$ cat src/rtl/core/cpi_pkg.sv
package cpi_pkg;

  localparam int unsigned DataW  = 16;
  localparam int unsigned ErrW   = DataW + 1;
  localparam int unsigned ProdW  = DataW + ErrW;
  localparam int unsigned IncW   = ProdW + 7;
  localparam int unsigned AccW   = 32;
  localparam int unsigned SumW   = IncW + 1;
  localparam int unsigned IShift = 15;
  localparam int unsigned ShW    = AccW - IShift;
  localparam int unsigned PropW  = 13;
  localparam int unsigned PreW   = ShW + 1;
  localparam int unsigned CfgIdxW = 3;
  localparam int unsigned CfgDataW = 32;

  localparam logic signed [PropW-1:0] PropClampHi = 13'sd3000;
  localparam logic signed [PropW-1:0] PropClampLo = -13'sd3000;

  typedef enum logic [CfgIdxW-1:0] {
    CFG_PROP_GAIN   = 3'd0,
    CFG_INTEG_GAIN  = 3'd1,
    CFG_INTEG_UPPER = 3'd2,
    CFG_INTEG_LOWER = 3'd3,
    CFG_DRIVE_UPPER = 3'd4,
    CFG_DRIVE_LOWER = 3'd5
  } cpi_cfg_idx_t;

  typedef struct packed {
    logic signed [DataW-1:0] prop_gain;
    logic signed [DataW-1:0] integ_gain;
    logic signed [AccW-1:0]  integ_upper;
    logic signed [AccW-1:0]  integ_lower;
    logic signed [DataW-1:0] drive_upper;
    logic signed [DataW-1:0] drive_lower;
  } cpi_cfg_t;

endpackage

$ cat src/rtl/core/cpi_cfg_regs.sv
module cpi_cfg_regs
  import cpi_pkg::*;
(
  input  logic                clk,
  input  logic                rst,
  input  logic                cfg_valid,
  output logic                cfg_ready,
  input  logic [CfgIdxW-1:0]  cfg_index,
  input  logic [CfgDataW-1:0] cfg_data,
  output cpi_cfg_t            cfg
);

  assign cfg_ready = 1'b1;

  always_ff @(posedge clk) begin
    if (rst) begin
      cfg.prop_gain   <= '0;
      cfg.integ_gain  <= '0;
      cfg.integ_upper <= 32'sh7FFF_FFFF;
      cfg.integ_lower <= 32'sh8000_0000;
      cfg.drive_upper <= 16'sh7FFF;
      cfg.drive_lower <= 16'sh8000;
    end else if (cfg_valid && cfg_ready) begin
      case (cfg_index)
        CFG_PROP_GAIN:   cfg.prop_gain   <= cfg_data[DataW-1:0];
        CFG_INTEG_GAIN:  cfg.integ_gain  <= cfg_data[DataW-1:0];
        CFG_INTEG_UPPER: cfg.integ_upper <= cfg_data[AccW-1:0];
        CFG_INTEG_LOWER: cfg.integ_lower <= cfg_data[AccW-1:0];
        CFG_DRIVE_UPPER: cfg.drive_upper <= cfg_data[DataW-1:0];
        CFG_DRIVE_LOWER: cfg.drive_lower <= cfg_data[DataW-1:0];
        default: ;
      endcase
    end
  end

endmodule

$ cat src/rtl/core/cpi_mult.sv
module cpi_mult
  import cpi_pkg::*;
(
  input  logic                    clk,
  input  logic                    ld_in,
  input  logic                    ld_prod,
  input  logic signed [DataW-1:0] reference,
  input  logic signed [DataW-1:0] feedback,
  input  cpi_cfg_t                cfg,
  output logic signed [ProdW-1:0] prop_prod,
  output logic signed [ProdW-1:0] integ_prod
);

  logic signed [DataW-1:0] ref_q;
  logic signed [DataW-1:0] fdb_q;
  logic signed [ErrW-1:0]  err;

  always_ff @(posedge clk) begin
    if (ld_in) begin
      ref_q <= reference;
      fdb_q <= feedback;
    end
  end

  // 17-bit error, so the difference never wraps
  assign err = ErrW'(ref_q) - ErrW'(fdb_q);

  always_ff @(posedge clk) begin
    if (ld_prod) begin
      prop_prod  <= ProdW'(cfg.prop_gain) * ProdW'(err);
      integ_prod <= ProdW'(cfg.integ_gain) * ProdW'(err);
    end
  end

endmodule

$ cat src/rtl/core/cpi_integ.sv
module cpi_integ
  import cpi_pkg::*;
(
  input  logic                    clk,
  input  logic                    rst,
  input  logic                    ld_scale,
  input  logic                    ld_acc,
  input  logic signed [ProdW-1:0] prop_prod,
  input  logic signed [ProdW-1:0] integ_prod,
  input  cpi_cfg_t                cfg,
  output logic signed [PropW-1:0] prop_term,
  output logic signed [AccW-1:0]  acc
);

  logic signed [PropW-1:0] up_q;
  logic signed [IncW-1:0]  inc_q;
  logic signed [PropW-1:0] up_next;
  logic signed [IncW-1:0]  inc_next;
  logic signed [IncW-1:0]  ip_ext;
  logic signed [SumW-1:0]  sum;
  logic signed [SumW-1:0]  hi_clamped;
  logic signed [AccW-1:0]  acc_next;

  always_comb begin
    if (prop_prod > ProdW'(PropClampHi)) begin
      up_next = PropClampHi;
    end else if (prop_prod < ProdW'(PropClampLo)) begin
      up_next = PropClampLo;
    end else begin
      up_next = prop_prod[PropW-1:0];
    end
    // times 100 as 64 + 32 + 4
    ip_ext   = IncW'(integ_prod);
    inc_next = (ip_ext <<< 6) + (ip_ext <<< 5) + (ip_ext <<< 2);
  end

  always_ff @(posedge clk) begin
    if (ld_scale) begin
      up_q  <= up_next;
      inc_q <= inc_next;
    end
  end

  // upper bound first, then lower: inverted bounds end at the lower one
  always_comb begin
    sum = SumW'(acc) + SumW'(inc_q);
    if (sum > SumW'(cfg.integ_upper)) begin
      hi_clamped = SumW'(cfg.integ_upper);
    end else begin
      hi_clamped = sum;
    end
    if (hi_clamped < SumW'(cfg.integ_lower)) begin
      acc_next = cfg.integ_lower;
    end else begin
      acc_next = hi_clamped[AccW-1:0];
    end
  end

  always_ff @(posedge clk) begin
    if (rst) begin
      acc <= '0;
    end else if (ld_acc) begin
      acc <= acc_next;
    end
  end

  always_ff @(posedge clk) begin
    if (ld_acc) begin
      prop_term <= up_q;
    end
  end

  a_acc_bounded: assert property (@(posedge clk) disable iff (rst)
    ld_acc |=> (acc <= $past(cfg.integ_upper)) || (acc == $past(cfg.integ_lower)))
    else $error("integral left its clamp window");

  a_acc_holds: assert property (@(posedge clk) disable iff (rst)
    !ld_acc |=> $stable(acc))
    else $error("integral changed without an update");

endmodule

$ cat src/rtl/core/cpi_drive.sv
module cpi_drive
  import cpi_pkg::*;
(
  input  logic                    clk,
  input  logic                    rst,
  input  logic                    ld_out,
  input  logic signed [PropW-1:0] prop_term,
  input  logic signed [AccW-1:0]  acc,
  input  cpi_cfg_t                cfg,
  output logic signed [DataW-1:0] drive
);

  logic signed [ShW-1:0]   ishift;
  logic signed [PreW-1:0]  pre;
  logic signed [DataW-1:0] drive_next;

  always_comb begin
    // floor shift of the integral: keep the top bits
    ishift = acc[AccW-1:IShift];
    pre    = PreW'(prop_term) + PreW'(ishift);
    if (pre > PreW'(cfg.drive_upper)) begin
      drive_next = cfg.drive_upper;
    end else if (pre < PreW'(cfg.drive_lower)) begin
      drive_next = cfg.drive_lower;
    end else begin
      drive_next = pre[DataW-1:0];
    end
  end

  always_ff @(posedge clk) begin
    if (ld_out) begin
      drive <= drive_next;
    end
  end

  a_drive_bounded: assert property (@(posedge clk) disable iff (rst)
    ld_out |=> (drive <= $past(cfg.drive_upper)) || (drive == $past(cfg.drive_lower)))
    else $error("drive left its clamp window");

endmodule

$ cat src/rtl/core/current_pi_controller_core.sv
// A beat passes input, product, scale, accumulator and drive registers; a stall holds it.
// Throughput: one beat per cycle while out_stall is low; the integral update is the only
//   feedback loop and closes through acc alone (one 41-bit add and two compares).
// Five stages: input, multiply, clamp and scale, accumulate, drive clamp.
// Reset (rst, synchronous, active high): empty pipeline, integral to zero,
//   gains to zero, clamp bounds to the full range of their widths.
module current_pi_controller_core
  import cpi_pkg::*;
(
  input  logic                    clk,
  input  logic                    rst,
  // input channel
  input  logic                    in_valid,
  output logic                    in_stall,
  input  logic signed [DataW-1:0] reference,
  input  logic signed [DataW-1:0] feedback,
  // output channel
  output logic                    out_valid,
  input  logic                    out_stall,
  output logic signed [DataW-1:0] drive,
  // register writes
  input  logic                    cfg_valid,
  output logic                    cfg_ready,
  input  logic [CfgIdxW-1:0]      cfg_index,
  input  logic [CfgDataW-1:0]     cfg_data
);

  localparam int unsigned NStg = 5;

  cpi_cfg_t                cfg;
  logic [NStg-1:0]         vld;
  logic [NStg-1:0]         adv;
  logic [NStg-1:0]         ld;
  logic signed [ProdW-1:0] prop_prod;
  logic signed [ProdW-1:0] integ_prod;
  logic signed [PropW-1:0] prop_term;
  logic signed [AccW-1:0]  acc;

  // A stage may advance when it is empty or the stage after it advances.
  // The last stage advances when the output beat is taken or the slot is empty.
  always_comb begin
    adv[NStg-1] = !vld[NStg-1] || !out_stall;
    for (int i = NStg - 2; i >= 0; i--) begin
      adv[i] = !vld[i] || adv[i+1];
    end
    // load payload only when real data moves in, so a stalled stage holds
    ld[0] = adv[0] && in_valid;
    for (int i = 1; i < NStg; i++) begin
      ld[i] = adv[i] && vld[i-1];
    end
  end

  always_ff @(posedge clk) begin
    if (rst) begin
      vld <= '0;
    end else begin
      if (adv[0]) begin
        vld[0] <= in_valid;
      end
      for (int i = 1; i < NStg; i++) begin
        if (adv[i]) begin
          vld[i] <= vld[i-1];
        end
      end
    end
  end

  assign in_stall  = !adv[0];
  assign out_valid = vld[NStg-1];

  cpi_cfg_regs u_cfg (
    .clk       (clk),
    .rst       (rst),
    .cfg_valid (cfg_valid),
    .cfg_ready (cfg_ready),
    .cfg_index (cfg_index),
    .cfg_data  (cfg_data),
    .cfg       (cfg)
  );

  // input register and the two gain products
  cpi_mult u_mult (
    .clk        (clk),
    .ld_in      (ld[0]),
    .ld_prod    (ld[1]),
    .reference  (reference),
    .feedback   (feedback),
    .cfg        (cfg),
    .prop_prod  (prop_prod),
    .integ_prod (integ_prod)
  );

  // proportional clamp, integral scaling, then the accumulator itself
  cpi_integ u_integ (
    .clk        (clk),
    .rst        (rst),
    .ld_scale   (ld[2]),
    .ld_acc     (ld[3]),
    .prop_prod  (prop_prod),
    .integ_prod (integ_prod),
    .cfg        (cfg),
    .prop_term  (prop_term),
    .acc        (acc)
  );

  // sum and final clamp into the output register
  cpi_drive u_drive (
    .clk       (clk),
    .rst       (rst),
    .ld_out    (ld[4]),
    .prop_term (prop_term),
    .acc       (acc),
    .cfg       (cfg),
    .drive     (drive)
  );

  a_accept_fills: assert property (@(posedge clk) disable iff (rst)
    (in_valid && !in_stall) |=> vld[0])
    else $error("accepted beat did not enter the pipeline");

  a_full_stalls: assert property (@(posedge clk) disable iff (rst)
    ((&vld) && out_stall) |-> in_stall)
    else $error("full pipeline took a beat under output stall");

  a_drain_out: assert property (@(posedge clk) disable iff (rst)
    (vld[NStg-2] && !vld[NStg-1]) |=> vld[NStg-1])
    else $error("result did not move into an empty output slot");

endmodule
$ cat config.mk
export PLATFORM = sky130hd
export DESIGN_NAME = current_pi_controller_core
export DESIGN_NICKNAME = d
export VERILOG_FILES = /design/src/rtl/core/cpi_pkg.sv /design/src/rtl/core/cpi_cfg_regs.sv /design/src/rtl/core/cpi_mult.sv /design/src/rtl/core/cpi_integ.sv /design/src/rtl/core/cpi_drive.sv /design/src/rtl/core/current_pi_controller_core.sv
export SDC_FILE = /design/constraint.sdc
export NUM_CORES = 2
export LEC_CHECK = 0
export BUFFER_PORTS_ARGS = -buffer_cell sky130_fd_sc_hd__buf_2
export CAP_MARGIN = 5
export CORE_MARGIN = 2
export CORE_UTILIZATION = 58
export CTS_CLUSTER_DIAMETER = 100
export DETAILED_ROUTE_END_ITERATION = 12
export GPL_TIMING_DRIVEN = 0
export PLACE_DENSITY = 0.86
export REMOVE_ABC_BUFFERS = 1
export SYNTH_ARGS = -nofsm -noshare
export SYNTH_HDL_FRONTEND = slang
export SYNTH_SLANG_ARGS = --single-unit
$ cat constraint.sdc
create_clock -name clk -period 13.1 [get_ports clk]
set_input_delay 1.31 -clock clk [delete_from_list [all_inputs] [get_ports clk]]
set_output_delay 1.31 -clock clk [all_outputs]
set_load 0.03 [all_outputs]
==> impl_metrics.json <==
{
  "clock_latency_ps": 590,
  "drc_errors": 0,
  "core_region_area_mm2": 0.07027,
  "io_pins": 91,
  "synth_cell_types": 78,
  "yosysMostFrequentCell": "inv_1",
  "yosys.area_share.simple_pct": 14.86,
  "drive_gt1_share_pct": 6.505,
  "yosysSeqAreaShare_pct": 20.96,
  "critPathCaptureType": "flip-flop",
  "cts_resized": 0,
  "via_count": 30950,
  "hpwl_um": 74520,
  "vdd.ir_drop.worst_mv": 0.1595,
  "die_h_um": 270.7,
  "cp_max_fo": 23,
  "grt_usage_pct": 26.73,
  "fp-row-count": 97,
  "antennaDiodeCount": 0,
  "status": "completed",
  "syn_avg_cell_area_um2": 9.375,
  "port_buffers": 89,
  "rsz0062_at_grt": "no",
  "synth_top_family_by_area": "adder cells",
  "cts_sinks": 343,
  "grt_antenna_before_repair": 0,
  "grt_pass1_wl_um": 159100,
  "grt_overflow_total": 0,
  "grt_start_max_net_pins": 121,
  "setup_violations": 0,
  "maxCapViolCount": 0,
  "synth-edff-count": 178,
  "grt_pass1_vias": 32300,
  "ys_ff_latch": 343,
  "root_buffer": "clkbuf_16",
  "yosys_warnings": 0,
  "wl_um": 95680,
  "h-tree-depth": 2,
  "nets": 5428,
  "fmax_ghz": 0.09652,
  "ant_nets": 0,
  "area_delta_synth_final_pct": 7.645,
  "arrival_ps": 10710,
  "finalCritPeriodShare_pct": 79.09,
  "skew_ps": 21.04,
  "final-hold-violation-count": 0,
  "synth_cells": 4401,
  "viasPerCell": 5.783,
  "synthXorXnorAreaFrac_pct": 3.499,
  "ctsHoldBuffers": 0,
  "floorplan.die_area_mm2": 0.07329,
  "first_pass_iters": 7,
  "finalWeightedCongestion": 0.9610,
  "synth_top_area_share_pct": 28.53,
  "worst_slew_pin_slew_ps": 1340,
  "routedWlPerCell_um": 17.88,
  "synth_area_leaders": "fa_1 29%, edfxtp_1 13%, ha_1 12%",
  "synth_compound_area_share_pct": 10.77,
  "setup_tns_ps": 0,
  "power.leakage_nw": 20.80,
  "worst_path_max_delay_cell": "o41ai_1",
  "slew_viol_final": 0,
  "critPathMaxStageDelay_ps": 750,
  "powerDensity_mw_per_mm2": 90.14,
  "synthArstFlopShare_pct": 0,
  "syn_area_mm2": 0.04126,
  "synth_top_area_cell": "fa_1",
  "cts_tree": "yes",
  "crit_path_start_kind": "flip-flop",
  "cts_made_buffers": 40,
  "slew_headroom_pct": 10.57,
  "clkTransAtPathRegs_ps": 60,
  "die_w_um": 270.7,
  "cts_setup_buffers": 0,
  "fillers": 5283,
  "initial_core_util_pct": 58.72,
  "netlist_top_cells_count": "759 x inv_1, 588 x fa_1, 570 x nand2_1, 387 x ha_1, 249 x a21oi_1",
  "cp.required_ps": 13450,
  "synth_mux_area_share_pct": 0.9764,
  "clk_path_buf_depth": 3,
  "synthAdderAreaFrac_pct": 40.26,
  "crit_type": "flip-flop to flip-flop",
  "period_minus_slack_ps": 10360,
  "fin_util_pct": 63.21,
  "synth_flop_cell": "edfxtp_1",
  "hp-class": "flip-flop to flip-flop",
  "drt-initial-drc-count": 2565
}
## cells by family (layout without fill, tap and decap cells)
kind of cell	Yosys count	after routing
compound gates	664	664
other cells	1	1
xor+xnor	164	164
mux	36	36
flops	343	343
buf+inv	944	955
fa+ha+maj	975	975
simple gates	1274	1274
## layout make-up
class	count	area, um^2	share of cell area, %
multi-input cells	3114	29280	65.93
flip-flops and latches	343	8648	19.47
inverters	760	2853	6.423
well taps	940	1176	2.648
clock buffers	53	1136	2.558
repair buffers	122	1075	2.420
clock inverters	20	245.2	0.5521
## worst max-delay path: cells and delay by family, from the launching register on
family	cells	cell delay, ps
compound gates	16	4140
xor+xnor	1	250
fa+ha+maj	9	4420
buf+inv	7	400
flops	1	360
simple gates	3	550
## per-stage QoR
stage / total power, mW / setup WS (ps) / cell area (um^2) / cells / hold WS, ps
3_3_place_gp: 2.645 / 1482 / 42160 / 5246 / 400.3
6_report: 4.004 / 2739 / 44420 / 5352 / 418.4
2_1_floorplan: 2.308 / 4214 / 40540 / 4217 / 400.3
5_1_grt: 4.237 / 2267 / 44420 / 5352 / 420.8
3_5_place_dp: 2.810 / 2869 / 43020 / 5278 / 404.5
4_1_cts: 4.003 / 2772 / 44400 / 5351 / 418.6
## cells in the final DEF (no fill, tap or decap), types with 16 or more instances in the layout
| cell | netlist | final |
|---|---|---|
| xor2_1 | 43 | 39 |
| nor3_1 | 26 | 24 |
| dfxtp_1 | 165 | 165 |
| nand2b_1 | 61 | 61 |
| ha_1 | 387 | 387 |
| a21o_1 | 80 | 80 |
| nand4_1 | 35 | 35 |
| nand3b_1 | 33 | 33 |
| nand4b_1 | 30 | 30 |
| inv_1 | 759 | 758 |
| a211o_1 | 47 | 47 |
| o21bai_1 | 29 | 29 |
| nor2_1 | 190 | 184 |
| a211oi_1 | 34 | 34 |
| a21oi_1 | 249 | 249 |
| o21ai_0 | 73 | 73 |
| clkbuf_16 | 0 | 42 |
| nor2b_1 | 46 | 46 |
| and3_1 | 16 | 16 |
| mux2_2 | 30 | 30 |
| nand2_1 | 570 | 570 |
| fa_1 | 588 | 588 |
| o211ai_2 | 20 | 20 |
| o21a_1 | 28 | 28 |
| xnor2_1 | 120 | 113 |
| buf_2 | 3 | 88 |
| and2_1 | 193 | 193 |
| a31oi_1 | 17 | 16 |
| edfxtp_1 | 178 | 178 |
| nand3_1 | 44 | 44 |
## state kept, by name (all words and copies together), names as in the netlist
name	cells
u_integ.acc	32
u_mult.prop_prod	33
u_integ.prop_term	13
u_mult.integ_prod	33
u_mult.ref_q	16
vld	5
u_integ.up_q	13
u_drive.drive	16
u_mult.fdb_q	16
u_cfg.cfg	128
u_integ.inc_q	38
## path summary, 6_finish.rpt
path               startpoint                    end  slack (ps)  cells after the start
max           u_mult.ref_q[0]   u_mult.prop_prod[32]        2740                     36
min reg2reg  u_integ.up_q[12]  u_integ.prop_term[12]         420                      0
min          u_integ.up_q[12]  u_integ.prop_term[12]         420                      0
max reg2reg   u_mult.ref_q[0]   u_mult.prop_prod[32]        2740                     36
## where the power goes
part	total (mW)	switching [mW]	internal, mW
clock	1.18	0.486	0.698
sequential	1.29	0.0582	1.23
combinational	1.53	0.931	0.599
total	4.00	1.48	2.53
## per-layer routing
layer	up-vias	GRT usage, %	part of all wire, %
li1	14120	-	-
met1	15310	33.52	39
met2	1244	45.32	49
met3	276	4.713	7.8
met4	0	11.95	4.8
met5	-	0	0
Power figures use the tool's default switching activity.
